File: config.mk
export PLATFORM = sky130hd
export DESIGN_NAME = slot_buffer_round_robin
export DESIGN_NICKNAME = d
export VERILOG_FILES = /design/src/rtl/sbrr_pkg.sv /design/src/rtl/sbrr_pick.sv /design/src/rtl/slot_buffer_round_robin.sv
export SDC_FILE = /design/constraint.sdc
export NUM_CORES = 1
export LEC_CHECK = 0
export BUFFER_PORTS_ARGS = -buffer_cell sky130_fd_sc_hd__buf_2
export CORE_MARGIN = 2
export CORE_UTILIZATION = 32
export DETAILED_ROUTE_END_ITERATION = 6
export SLEW_MARGIN = 20
export SYNTH_ARGS = -nofsm -noshare
export SYNTH_HDL_FRONTEND = slang
export SYNTH_HIERARCHICAL = 1
export SYNTH_SLANG_ARGS = --single-unit
File: constraint.sdc
create_clock -name i_clk -period 16.8 [get_ports i_clk]
set_input_delay 0.84 -clock i_clk [delete_from_list [all_inputs] [get_ports i_clk]]
set_output_delay 0.84 -clock i_clk [all_outputs]
set_load 0.02 [all_outputs]
File: src/rtl/sbrr_pkg.sv
// Shared types, command codes and sizes for the slot buffer with round-robin pick.
package sbrr_pkg;

    localparam int SLOTS_DEF = 8;

    localparam int CMD_W  = 2;
    localparam int WAIT_W = 32;
    localparam int SRC_W  = 8;
    localparam int REQ_W  = 24;
    localparam int SLOT_W = 3;
    localparam int PAY_W  = WAIT_W + SRC_W + REQ_W;

    localparam logic [CMD_W-1:0] CMD_ADD    = 2'd0;
    localparam logic [CMD_W-1:0] CMD_REMOVE = 2'd1;
    localparam logic [CMD_W-1:0] CMD_TAKE   = 2'd2;
    localparam logic [CMD_W-1:0] CMD_STATUS = 2'd3;

    typedef logic [PAY_W-1:0] t_payload;

    // Result of one pass of the priority finder.
    typedef struct packed {
        logic       hit;
        logic [5:0] idx;
    } t_pick;

endpackage

File: src/rtl/sbrr_pick.sv
// Priority finder: returns the lowest set position of a slot vector.
module sbrr_pick #(
    parameter int SLOTS = sbrr_pkg::SLOTS_DEF
) (
    input  logic [SLOTS-1:0] i_vec,
    output sbrr_pkg::t_pick  o_pick
);

    always_comb begin
        o_pick = '0;
        for (int i = SLOTS - 1; i >= 0; i--) begin
            if (i_vec[i]) begin
                o_pick.hit = 1'b1;
                o_pick.idx = 6'(i);
            end
        end
    end

endmodule

File: src/rtl/slot_buffer_round_robin.sv
// Top level of the slot buffer: sequencer, occupancy flags, payload memory, cursor.
//
//  channel   handshake              payload
//  --------  ---------------------  ---------------------------------------------------
//  command   start / busy           i_command, i_wait_time, i_source_id, i_request_number
//  result    o_valid (1 cycle)      o_found, o_slot, o_out_*, o_has_free, o_is_empty
//
// The result strobe of a word follows a search step and a read step; a round-robin take
// that wraps past the end repeats the search step: the single priority finder is used once
// per pass, and a take that sees nothing at or above the cursor makes a second, unmasked
// pass. The payload memory read is registered in the search step; the next word is
// accepted at the earliest on the edge that takes the result.
// Reset clears occupancy, the cursor and the sequencer; payload memory is not cleared.
// busy stays high from acceptance until the result is strobed; results cannot be stalled.
module slot_buffer_round_robin #(
    parameter int SLOTS = sbrr_pkg::SLOTS_DEF
) (
    input  logic                          i_clk,
    input  logic                          i_rst_n,
    input  logic                          start,
    output logic                          busy,
    input  logic [sbrr_pkg::CMD_W-1:0]    i_command,
    input  logic [sbrr_pkg::WAIT_W-1:0]   i_wait_time,
    input  logic [sbrr_pkg::SRC_W-1:0]    i_source_id,
    input  logic [sbrr_pkg::REQ_W-1:0]    i_request_number,
    output logic                          o_valid,
    output logic                          o_found,
    output logic [sbrr_pkg::SLOT_W-1:0]   o_slot,
    output logic [sbrr_pkg::WAIT_W-1:0]   o_out_wait_time,
    output logic [sbrr_pkg::SRC_W-1:0]    o_out_source_id,
    output logic [sbrr_pkg::REQ_W-1:0]    o_out_request_number,
    output logic                          o_has_free,
    output logic                          o_is_empty
);

    localparam int IdxW = (SLOTS > 1) ? $clog2(SLOTS) : 1;

    localparam logic [1:0] ST_IDLE = 2'd0;
    localparam logic [1:0] ST_SRCH = 2'd1;
    localparam logic [1:0] ST_READ = 2'd2;

    logic [1:0]                    r_state, n_state;
    logic                          r_pass, n_pass;
    logic [sbrr_pkg::CMD_W-1:0]    r_cmd;
    sbrr_pkg::t_payload            r_wdata;
    logic [SLOTS-1:0]              r_occ, n_occ;
    logic [IdxW-1:0]               r_cursor, n_cursor;
    logic                          r_found, n_found;
    logic [IdxW-1:0]               r_idx, n_idx;
    sbrr_pkg::t_payload            r_rdata;
    sbrr_pkg::t_payload            mem [SLOTS];

    logic [SLOTS-1:0]              ge_mask;
    logic [SLOTS-1:0]              pick_vec;
    sbrr_pkg::t_pick               pick;
    logic [IdxW-1:0]               pick_idx;
    logic                          mem_we;
    logic                          accept;

    assign busy     = (r_state != ST_IDLE);
    assign accept   = start && !busy;
    assign pick_idx = pick.idx[IdxW-1:0];

    // Slots at or above the cursor, for the first pass of a take.
    always_comb begin
        for (int i = 0; i < SLOTS; i++) begin
            ge_mask[i] = (IdxW'(i) >= r_cursor);
        end
    end

    always_comb begin
        if (r_cmd == sbrr_pkg::CMD_ADD) begin
            pick_vec = ~r_occ;
        end else if (r_cmd == sbrr_pkg::CMD_TAKE && !r_pass) begin
            pick_vec = r_occ & ge_mask;
        end else begin
            pick_vec = r_occ;
        end
    end

    sbrr_pick #(
        .SLOTS (SLOTS)
    ) u_pick (
        .i_vec  (pick_vec),
        .o_pick (pick)
    );

    always_comb begin
        n_state  = r_state;
        n_pass   = r_pass;
        n_occ    = r_occ;
        n_cursor = r_cursor;
        n_found  = r_found;
        n_idx    = r_idx;
        mem_we   = 1'b0;
        case (r_state)
            ST_IDLE: begin
                if (accept) begin
                    n_state = ST_SRCH;
                    n_pass  = 1'b0;
                    n_found = 1'b0;
                    n_idx   = '0;
                end
            end
            ST_SRCH: begin
                n_state = ST_READ;
                case (r_cmd)
                    sbrr_pkg::CMD_ADD: begin
                        if (pick.hit) begin
                            n_found         = 1'b1;
                            n_idx           = pick_idx;
                            n_occ[pick_idx] = 1'b1;
                            mem_we          = 1'b1;
                        end
                    end
                    sbrr_pkg::CMD_REMOVE: begin
                        if (pick.hit) begin
                            n_found         = 1'b1;
                            n_idx           = pick_idx;
                            n_occ[pick_idx] = 1'b0;
                        end
                    end
                    sbrr_pkg::CMD_TAKE: begin
                        if (pick.hit) begin
                            n_found         = 1'b1;
                            n_idx           = pick_idx;
                            n_occ[pick_idx] = 1'b0;
                            n_cursor        = (pick_idx == IdxW'(SLOTS - 1)) ?
                                              '0 : pick_idx + 1'b1;
                        end else if (!r_pass) begin
                            // Nothing at or above the cursor: wrap and search from zero.
                            n_pass  = 1'b1;
                            n_state = ST_SRCH;
                        end
                    end
                    default: begin
                    end
                endcase
            end
            ST_READ: begin
                n_state = ST_IDLE;
            end
            default: begin
                n_state = ST_IDLE;
            end
        endcase
    end

    always_ff @(posedge i_clk) begin
        if (!i_rst_n) begin
            r_state  <= ST_IDLE;
            r_pass   <= 1'b0;
            r_occ    <= '0;
            r_cursor <= '0;
            r_found  <= 1'b0;
            r_idx    <= '0;
            o_valid  <= 1'b0;
        end else begin
            r_state  <= n_state;
            r_pass   <= n_pass;
            r_occ    <= n_occ;
            r_cursor <= n_cursor;
            r_found  <= n_found;
            r_idx    <= n_idx;
            o_valid  <= (r_state == ST_READ);
        end
    end

    always_ff @(posedge i_clk) begin
        if (accept) begin
            r_cmd   <= i_command;
            r_wdata <= {i_wait_time, i_source_id, i_request_number};
        end
    end

    // Payload memory: one write port, one registered read port, both at the picked slot.
    always_ff @(posedge i_clk) begin
        if (mem_we) begin
            mem[pick_idx] <= r_wdata;
        end
        r_rdata <= mem[pick_idx];
    end

    always_ff @(posedge i_clk) begin
        if (r_state == ST_READ) begin
            o_found    <= r_found;
            o_slot     <= sbrr_pkg::SLOT_W'(r_idx);
            o_has_free <= ~&r_occ;
            o_is_empty <= ~|r_occ;
            if (r_found && r_cmd != sbrr_pkg::CMD_ADD) begin
                {o_out_wait_time, o_out_source_id, o_out_request_number} <= r_rdata;
            end else begin
                {o_out_wait_time, o_out_source_id, o_out_request_number} <= '0;
            end
        end
    end

    a_empty_has_free: assert property (@(posedge i_clk) disable iff (!i_rst_n)
        o_valid && o_is_empty |-> o_has_free)
        else $error("empty buffer reported without a free slot");

    a_miss_clean: assert property (@(posedge i_clk) disable iff (!i_rst_n)
        o_valid && !o_found |-> o_slot == '0 && o_out_wait_time == '0
                                && o_out_request_number == '0)
        else $error("result fields not zero on a miss");

    a_busy_after_accept: assert property (@(posedge i_clk) disable iff (!i_rst_n)
        start && !busy |=> busy)
        else $error("sequencer did not start on an accepted word");

    a_strobe_after_read: assert property (@(posedge i_clk) disable iff (!i_rst_n)
        o_valid |-> !busy && $past(r_state) == ST_READ)
        else $error("result strobe outside the read step");

endmodule
==> results of run 1 <==
[how the worst max path moves through the flow]
| stage | from | endpoint | cells past startpoint |
|---|---|---|---|
| CTS | r_cmd[1] | r_rdata[28] | 13 |
| global placement | r_cmd[1] | r_rdata[28] | 13 |
| global route | r_cmd[1] | r_rdata[28] | 12 |
| finish | r_cmd[1] | r_rdata[28] | 13 |
| detailed placement | r_cmd[1] | r_rdata[28] | 13 |
| floorplan | r_cmd[0] | mem[2][0] | 13 |
[report_power, final]
| group | switching, mW | internal (mW) |
|---|---|---|
| Combinational | 0.183 | 0.118 |
| Clock | 0.685 | 0.963 |
| Sequential | 0.0447 | 2.05 |
| Total | 0.913 | 3.13 |
[cell type report]
type / instances / share of cell area
timing repair buffer: 164 / 0.02962
tap: 1070 / 0.04324
antenna: 1 / 0.00008083
inverter: 9 / 0.001172
multi-input combinational: 602 / 0.1645
sequential: 731 / 0.6822
clock buffer: 101 / 0.06806
clock inverter: 35 / 0.01115
[critical path, delay by kind of cell, from the launching register on]
kind | cells | cell delay (ns)
AOI/OAI and AO/OA | 6 | 1.20
and+or+nand+nor | 2 | 1.07
adders and majority gates | 1 | 0.29
DFF | 1 | 0.43
buffers and inverters | 4 | 1.93
[per-layer routing]
layer,GRT usage,part of all wire,vias to the layer above
met3,0.02193,0.050,68
li1,-,-,5934
met2,0.2195,0.48,341
met4,0.04178,0.017,2
met1,0.1810,0.45,6786
met5,0,0.00012,-
[registers in the layout (all words and copies together), names as in the netlist, named ones only]
| name | count |
|---|---|
| mem | 512 |
| r_cmd | 2 |
| r_wdata | 64 |
| r_cursor | 3 |
| o_slot | 3 |
| r_state | 2 |
| o_out_request_number | 24 |
| o_out_wait_time | 32 |
| o_out_source_id | 8 |
| r_idx | 3 |
| o_is_empty | 1 |
| r_rdata | 64 |
| o_found | 1 |
| o_has_free | 1 |
| o_valid | 1 |
| r_pass | 1 |
| r_found | 1 |
[stage by stage]
| step | instances | power, mW | instance area, um^2 | util | hold WS, ns |
|---|---|---|---|---|---|
| finish | 2713 | 4.042 | 30960 | 0.3764 | 0.3940 |
| global route | 2712 | 4.183 | 30960 | 0.3764 | 0.3758 |
| CTS | 2711 | 4.094 | 30930 | 0.3760 | 0.3550 |
| detailed placement | 2575 | 2.440 | 28470 | 0.3462 | 0.4288 |
| global placement | 2575 | 2.434 | 28470 | 0.3462 | 0.4293 |
| floorplan | 1422 | 2.337 | 26650 | - | 0.4079 |
==> results.py, run 1 <==
metrics = {
    "clock_tree": {
        "post_cts_buffers": 0,
        "clk_root_buffer_cell": "clkbuf_16",
        "hold_buffers": 0,
        "cts_tree": "yes",
        "clk_pin_slew_ns": 0.06,
        "htree_levels": 3,
        "cts_sinks": 731,
        "cts_buffers": 74,
        "cts_resized": 0,
        "cts_buffer_depth": 3,
        "clock_latency_ns": 0.62,
    },
    "sta": {
        "finalClockSkew_ns": 0.02370,
        "period_share": 0.3062,
        "setup_violations": 0,
        "fin_tns_setup_ns": 0,
        "max_freq_ghz": 0.1944,
        "worst_pin_slew_ns": 1.079,
        "relSlewSlack": 0.2794,
        "rsz0062_at_grt": "no",
        "period_needed_ns": 5.145,
        "slew_viol_final": 0,
        "finalHoldViolations": 0,
        "setup_ws_ns": 11.66,
    },
    "yosys": {
        "avgSynthCellArea_um2": 18.74,
        "synth_area_mm2": 0.02665,
        "synth_cells": 1422,
        "yosys_warnings": 6,
        "syn_nets": 1496,
    },
    "critical_path": {
        "cp.arrival_ns": 5.68,
        "end_kind": "register",
        "crit_type": "reg -> reg",
        "startpoint_type": "register",
        "r2r-end": "r_rdata[28]",
        "crit-reg2reg-launch": "r_cmd[1]",
        "crit_chain": "inv_1 -> ha_1 -> inv_1 -> o211ai_1 -> o21ai_0 -> nor2_1 -> o21ai_0 -> a21boi_4 -> buf_4 -> buf_4 -> nor2b_1 -> a221oi_1 -> o221ai_1",
        "cp.required_ns": 17.33,
        "cp_slowest_cell": "nor2b_1",
        "ff2ff_setup_slack_ns": 11.66,
        "slowest_delay_ns": 0.94,
        "worst_r2r_path_depth": 13,
        "cp_max_fo": 73,
    },
    "floorplanning": {
        "die_area_mm2": 0.08559,
        "rows": 105,
        "pin_count": 141,
        "design.core.area_mm2": 0.08224,
        "die_h_um": 292.6,
        "initial_core_util": 0.3240,
        "die_w_um": 292.6,
    },
    "drt": {
        "viasPerCell": 4.840,
        "detail_route.first_pass.iterations": 5,
        "initialDrtViolationCount": 1018,
        "drc_errors": 0,
        "drt-total-wl_um": 57460,
        "routedWlPerCell_um": 21.18,
        "via_count": 13130,
        "ant_nets": 0,
    },
    "finish": {
        "nNetsFinal": 1656,
        "drive_gt1_frac": 0.2424,
        "syn2layout_area_growth_pct": 16.19,
        "nFillCells": 7517,
        "final_cell_mix": "648 x edfxtp_1, 140 x buf_2, 118 x nand2_1",
        "final_common_cell": "edfxtp_1",
        "multiInputGateArea_mm2": 0.005092,
        "ff_latch_area_mm2": 0.02112,
    },
    "outcome": {
        "status": "finished, final reports clean",
    },
    "placement": {
        "hpwl_um": 32120,
        "pre_cts_slack_ns": 11.67,
        "place_congestion": 0.7862,
        "portBuffers": 140,
    },
    "global_routing": {
        "antenna_found_initial": 4,
        "grt_pass1_wl_um": 86440,
        "grt_usage": 0.1333,
        "grt_pass1_vias": 13680,
        "grt_max_degree": 136,
        "grt-ovfl-total": 0,
    },
    "power_and_ir_drop": {
        "ir_drop_mv": 0.06853,
        "power_leakage_nw": 10.42,
        "p_per_area_mw_per_mm2": 130.5,
    },
    "worst_hold_path": {
        "min_to": "r_wdata[30]",
        "hold_depth": 1,
        "hold_path.class": "in -> reg",
        "hp-start": "i_source_id[6]",
    },
    "job": {
        "drv_cap": 0,
    },
}
Note: power is estimated with default switching activity, not from simulation.
==> run 2: changes to the inputs <==
==> constraint.sdc (replaced) <==
create_clock -name i_clk -period 5.08 [get_ports i_clk]
set_input_delay 0.254 -clock i_clk [delete_from_list [all_inputs] [get_ports i_clk]]
set_output_delay 0.254 -clock i_clk [all_outputs]
set_load 0.02 [all_outputs]
==> run 2 against run 1 <==
Net effect: clock power grew to 3.3 times the previous value; maximum frequency up 22%; power grew to 3.3 times the previous value; sequential power rose to 3.3 times the previous value; sequential share of layout area is 1.8 points lower; via count grew 3.8%.
==> results.py, run 2 (synthesis results as in run 1) <==
metrics = {
    "finish": {
        "final_common_cell": "edfxtp_1",
        "final_cell_mix": "648 x edfxtp_1, 140 x buf_2, 118 x nand2_1",
        "fin_cells": 2793,
        "nNetsFinal": 1734,
        "drive_gt1_frac": 0.2365,
        "fin_util": 0.3867,
        "top_regs": "mem: 512 flops, r_rdata: 64 flops, r_wdata: 64 flops",
        "largest_register": "mem",
        "syn2layout_area_growth_pct": 19.35,
        "final_area_mm2": 0.03180,
        "largest_reg_flops": 512,
    },
    "sta": {
        "max_freq_ghz": 0.2373,
        "finalHoldViolations": 0,
        "rsz0062_at_grt": "no",
        "hold-worst-slack_ns": 0.09891,
        "slew_viol_final": 0,
        "setup_violations": 0,
        "relSlewSlack": 0.2697,
        "setup_ws_ns": 0.8661,
        "finalClockSkew_ns": 0.02156,
        "period_needed_ns": 4.214,
        "period_share": 0.8295,
        "worst_pin_slew_ns": 1.093,
        "fin_tns_setup_ns": 0,
    },
    "global_routing": {
        "grt_pass1_vias": 14390,
        "grt_max_degree": 80,
        "antenna_found_initial": 1,
        "grt-ovfl-total": 0,
        "grt_pass1_wl_um": 89720,
        "grt_usage": 0.1388,
    },
    "floorplanning": {
        "rows": 105,
        "pin_count": 141,
        "die_w_um": 292.6,
        "die_h_um": 292.6,
        "die_area_mm2": 0.08559,
        "initial_core_util": 0.3240,
        "design.core.area_mm2": 0.08224,
    },
    "clock_tree": {
        "cts_tree": "yes",
        "htree_levels": 3,
        "cts_buffers": 75,
        "clk_pin_slew_ns": 0.06,
        "post_cts_buffers": 0,
        "cts_resized": 0,
        "cts_buffer_depth": 3,
        "clk_root_buffer_cell": "clkbuf_16",
        "cts_sinks": 731,
        "hold_buffers": 67,
        "clock_latency_ns": 0.61,
    },
    "drt": {
        "drc_errors": 0,
        "detail_route.first_pass.iterations": 5,
        "wl_met3_um": 3031,
        "via_count": 13630,
        "ant_nets": 0,
        "viasPerCell": 4.878,
        "met2_length_um": 28610,
        "m1WireLength_um": 26300,
        "initialDrtViolationCount": 1201,
        "routed.top_layer": "met4",
        "drt-total-wl_um": 59440,
        "routedWlPerCell_um": 21.28,
    },
    "power_and_ir_drop": {
        "finalPower_mw": 13.44,
        "power_leakage_nw": 10.77,
        "ir_drop_mv": 0.2034,
        "p_per_area_mw_per_mm2": 422.6,
    },
    "job": {
        "drv_cap": 0,
    },
    "placement": {
        "dpl-instance-area_mm2": 0.02866,
        "portBuffers": 140,
        "dp.cells": 2586,
        "place_congestion": 0.7867,
        "hpwl_um": 33370,
        "pre_cts_slack_ns": 0.8969,
    },
    "critical_path": {
        "cp_max_fo": 58,
        "end_kind": "register",
        "startpoint_type": "register",
        "crit_type": "reg -> reg",
        "cp.arrival_ns": 4.69,
        "cp.required_ns": 5.56,
    },
    "outcome": {
        "status": "finished, final reports clean",
    },
    "worst_hold_path": {
        "hold_path.class": "in -> reg",
    },
}
-- run 2: routing by layer --
metal | global-route usage | vias up
li1 | - | 6093
met1 | 0.1861 | 7038
met2 | 0.2283 | 397
met3 | 0.02329 | 97
met4 | 0.04891 | 0
met5 | 0 | -
-- run 2: power breakdown --
| part | switching [mW] | internal, mW | total, mW | leakage (nW) |
|---|---|---|---|---|
| Combinational | 0.636 | 0.437 | 1.07 | 2.94 |
| Clock | 2.24 | 3.21 | 5.45 | 1.21 |
| Sequential | 0.143 | 6.77 | 6.92 | 6.63 |
-- run 2: critical path, stage by stage (launching register included) --
cell      delay (ns)
edfxtp_1        0.40
inv_1           0.10
ha_1            0.30
inv_1           0.23
o211ai_1        0.14
o21ai_0         0.18
nor2_1          0.31
and3b_4         0.72
buf_12          0.38
buf_4           0.41
nor2b_1         0.30
a221oi_1        0.39
o221ai_1        0.14
-- run 2: final timing paths --
kind         startpoint    endpoint  slack, ns  depth (start not counted)
max            r_cmd[0]  r_rdata[0]       0.87                         12
min             i_rst_n    r_idx[0]        0.1                          2
max reg2reg    r_cmd[0]  r_rdata[0]       0.87                         12
min reg2reg    r_idx[0]   o_slot[0]       0.43                          0
-- run 2: cell type report --
class | instances | area (um^2)
antenna | 2 | 5.005
multi-input combinational | 602 | 5157
timing repair buffer | 241 | 1680
inverter | 9 | 38.79
clock inverter | 30 | 319.1
clock buffer | 108 | 2143
fill | 7522 | 50440
sequential | 731 | 21120
tap | 1070 | 1339
==> run 3: changes to the inputs <==
--- a/config.mk
+++ b/config.mk
@@ -5,6 +5,7 @@
 export SDC_FILE = /design/constraint.sdc
 export NUM_CORES = 1
 export LEC_CHECK = 0
+export ABC_AREA = 1
 export BUFFER_PORTS_ARGS = -buffer_cell sky130_fd_sc_hd__buf_2
 export CORE_MARGIN = 2
 export CORE_UTILIZATION = 32
==> constraint.sdc (replaced) <==
create_clock -name i_clk -period 4.2 [get_ports i_clk]
set_input_delay 0.21 -clock i_clk [delete_from_list [all_inputs] [get_ports i_clk]]
set_output_delay 0.21 -clock i_clk [all_outputs]
set_load 0.02 [all_outputs]
==> run 3 against run 2 <==
Net effect: final area increased by 1.2%; worst hold slack improved by 0.22 ns; global-route usage is 0.19 points higher; routed wire length grew 2.9%; critical path depth increased by 4; largest cell class unchanged; core utilization barely moved; clock skew increased by 0.0060 ns; highest routed layer is now met5; non-clock buffer count grew 2; final cell count rose by 25%; synthesized cell count is 48% higher.
==> results.py, run 3 <==
metrics = {
    "clock_tree": {
        "htree_levels": 3,
        "clock_latency_ns": 0.60,
        "cts_buffer_depth": 3,
        "clk_root_buffer_cell": "clkbuf_16",
        "cts_sinks": 731,
        "cts_tree": "yes",
        "clk_pin_slew_ns": 0.06,
        "cts_buffers": 72,
    },
    "sta": {
        "relSlewSlack": 0.3488,
        "slew_viol_final": 0,
        "rsz0062_at_grt": "no",
        "setup_ws_ns": 0.5613,
        "period_share": 0.8664,
        "worst_pin_slew_ns": 0.9768,
        "finalClockSkew_ns": 0.02761,
        "setup_violations": 0,
        "max_freq_ghz": 0.2748,
        "finalHoldViolations": 0,
        "period_needed_ns": 3.639,
    },
    "finish": {
        "drive_gt1_frac": 0.1346,
        "final_cell_mix": "746 x nand2_1, 648 x edfxtp_1, 149 x a21oi_1",
        "nFillCells": 7749,
        "final_area_mm2": 0.03220,
        "syn2layout_area_growth_pct": 19.96,
        "final_common_cell": "nand2_1",
        "nNetsFinal": 2413,
        "top_regs": "mem: 512 flops, r_rdata: 64 flops, r_wdata: 64 flops",
        "largest_register": "mem",
        "largest_reg_flops": 512,
        "fin_cells": 3481,
    },
    "critical_path": {
        "crit_chain": "inv_2 -> ha_4 -> nand2_1 -> nor2_2 -> nand3_1 -> nand3_1 -> o21ai_1 -> or2_1 -> nand3_2 -> a31oi_4 -> buf_4 -> clkinv_2 -> buf_4 -> a21oi_1 -> o21ai_0 -> nand2_1",
        "r2r-end": "r_rdata[42]",
        "crit_type": "reg -> reg",
        "cp.arrival_ns": 4.08,
        "slowest_delay_ns": 0.74,
        "end_kind": "register",
        "cp_max_fo": 69,
        "ff2ff_setup_slack_ns": 0.56,
        "cp.required_ns": 4.65,
        "startpoint_type": "register",
        "cpLargestDelayFamily": "buffers and inverters",
        "worst_r2r_path_depth": 16,
        "crit-reg2reg-launch": "r_cmd[0]",
        "cp_slowest_cell": "buf_4",
        "path_buf_inv": 4,
    },
    "drt": {
        "via_count": 16040,
        "drc_errors": 0,
        "viasPerCell": 4.607,
        "detail_route.first_pass.iterations": 5,
        "routedWlPerCell_um": 17.57,
        "drt-total-wl_um": 61170,
        "initialDrtViolationCount": 1250,
        "ant_nets": 0,
    },
    "worst_hold_path": {
        "hp-start": "i_wait_time[11]",
        "hold_depth": 2,
        "min_to": "r_wdata[43]",
        "hold_path.class": "in -> reg",
    },
    "yosys": {
        "syn_nets": 2183,
        "avgSynthCellArea_um2": 12.73,
        "yosys_warnings": 6,
        "synth_cells": 2109,
        "synth_area_mm2": 0.02684,
    },
    "placement": {
        "hpwl_um": 34170,
        "dpl-instance-area_mm2": 0.02907,
        "pre_cts_slack_ns": 0.6344,
        "dp.cells": 3277,
        "portBuffers": 140,
        "place_congestion": 0.8143,
    },
    "floorplanning": {
        "rows": 106,
        "die_area_mm2": 0.08621,
        "die_w_um": 293.6,
        "pin_count": 141,
        "design.core.area_mm2": 0.08329,
        "initial_core_util": 0.3222,
        "die_h_um": 293.6,
    },
    "power_and_ir_drop": {
        "ir_drop_mv": 0.2755,
        "p_per_area_mw_per_mm2": 507.5,
        "power_leakage_nw": 11.93,
    },
    "global_routing": {
        "antenna_found_initial": 3,
        "grt-ovfl-total": 0,
        "grt_pass1_wl_um": 92690,
        "grt_usage": 0.1407,
        "grt_pass1_vias": 15830,
        "grt_max_degree": 102,
    },
    "outcome": {
        "status": "finished, final reports clean",
    },
    "job": {
        "drv_cap": 0,
    },
}
[run 3: layout make-up]
type                    count  area, um^2  share of cell area
well taps                1080        1351             0.04197
diodes                      2       5.005           0.0001554
clock inverters            31       324.1             0.01007
clock buffers             103        2115             0.06568
multi-input cells        1184        5099              0.1584
flip-flops and latches    731       21120              0.6560
inverters                 107       412.9             0.01282
repair buffers            243        1769             0.05495
[run 3: worst register-to-register path, stage by stage, from the launching register on]
cell      delay, ns
edfxtp_1       0.42
inv_2          0.12
ha_4           0.14
nand2_1        0.08
nor2_2         0.17
nand3_1        0.09
nand3_1        0.07
o21ai_1        0.09
or2_1          0.26
nand3_2        0.10
a31oi_4        0.12
buf_4          0.28
clkinv_2       0.09
buf_4          0.74
a21oi_1        0.12
o21ai_0        0.43
nand2_1        0.17
[run 3: routing by layer]
metal,track usage,up-vias,part of all wire
met5,0,-,0.00026
met4,0.05251,2,0.026
met3,0.02447,95,0.058
met2,0.2334,505,0.48
met1,0.1849,7803,0.44
li1,-,7632,-
[run 3: power by group]
part	internal [mW]	switching [mW]
clock	3.89	2.65
combinational	0.419	1.01
sequential	8.21	0.162
[run 3: how the worst max path moves through the flow]
stage,cells after the start,slack [ns],end,from
after floorplan,13,-0.68,mem[6][0],r_cmd[1]
after global placement,20,0.80,r_cursor[2],r_cmd[0]
after detailed placement,20,0.63,r_cursor[2],r_cmd[0]
after CTS,16,0.62,r_rdata[42],r_cmd[0]
after global routing,20,0.32,r_rdata[61],r_cmd[0]
final,16,0.56,r_rdata[42],r_cmd[0]
[run 3: repair_timing]
item	CTS	global route
hold endpoints to repair	75	0
buffers inserted	0	0
hold buffers	68	0
gates resized for setup	0	0
[run 3: per-stage QoR]
| stage | setup TNS, ns | hold slack (ns) | utilization | total power, mW |
|---|---|---|---|---|
| floorplan | -75.81 | 0.3089 | - | 9.416 |
| global placement | 0 | 0.3877 | 0.3490 | 9.878 |
| detailed placement | 0 | 0.3881 | 0.3490 | 9.923 |
| CTS | 0 | 0.2864 | 0.3865 | 16.52 |
| global route | 0 | 0.3017 | 0.3866 | 16.97 |
| finish | 0 | 0.3202 | 0.3866 | 16.34 |
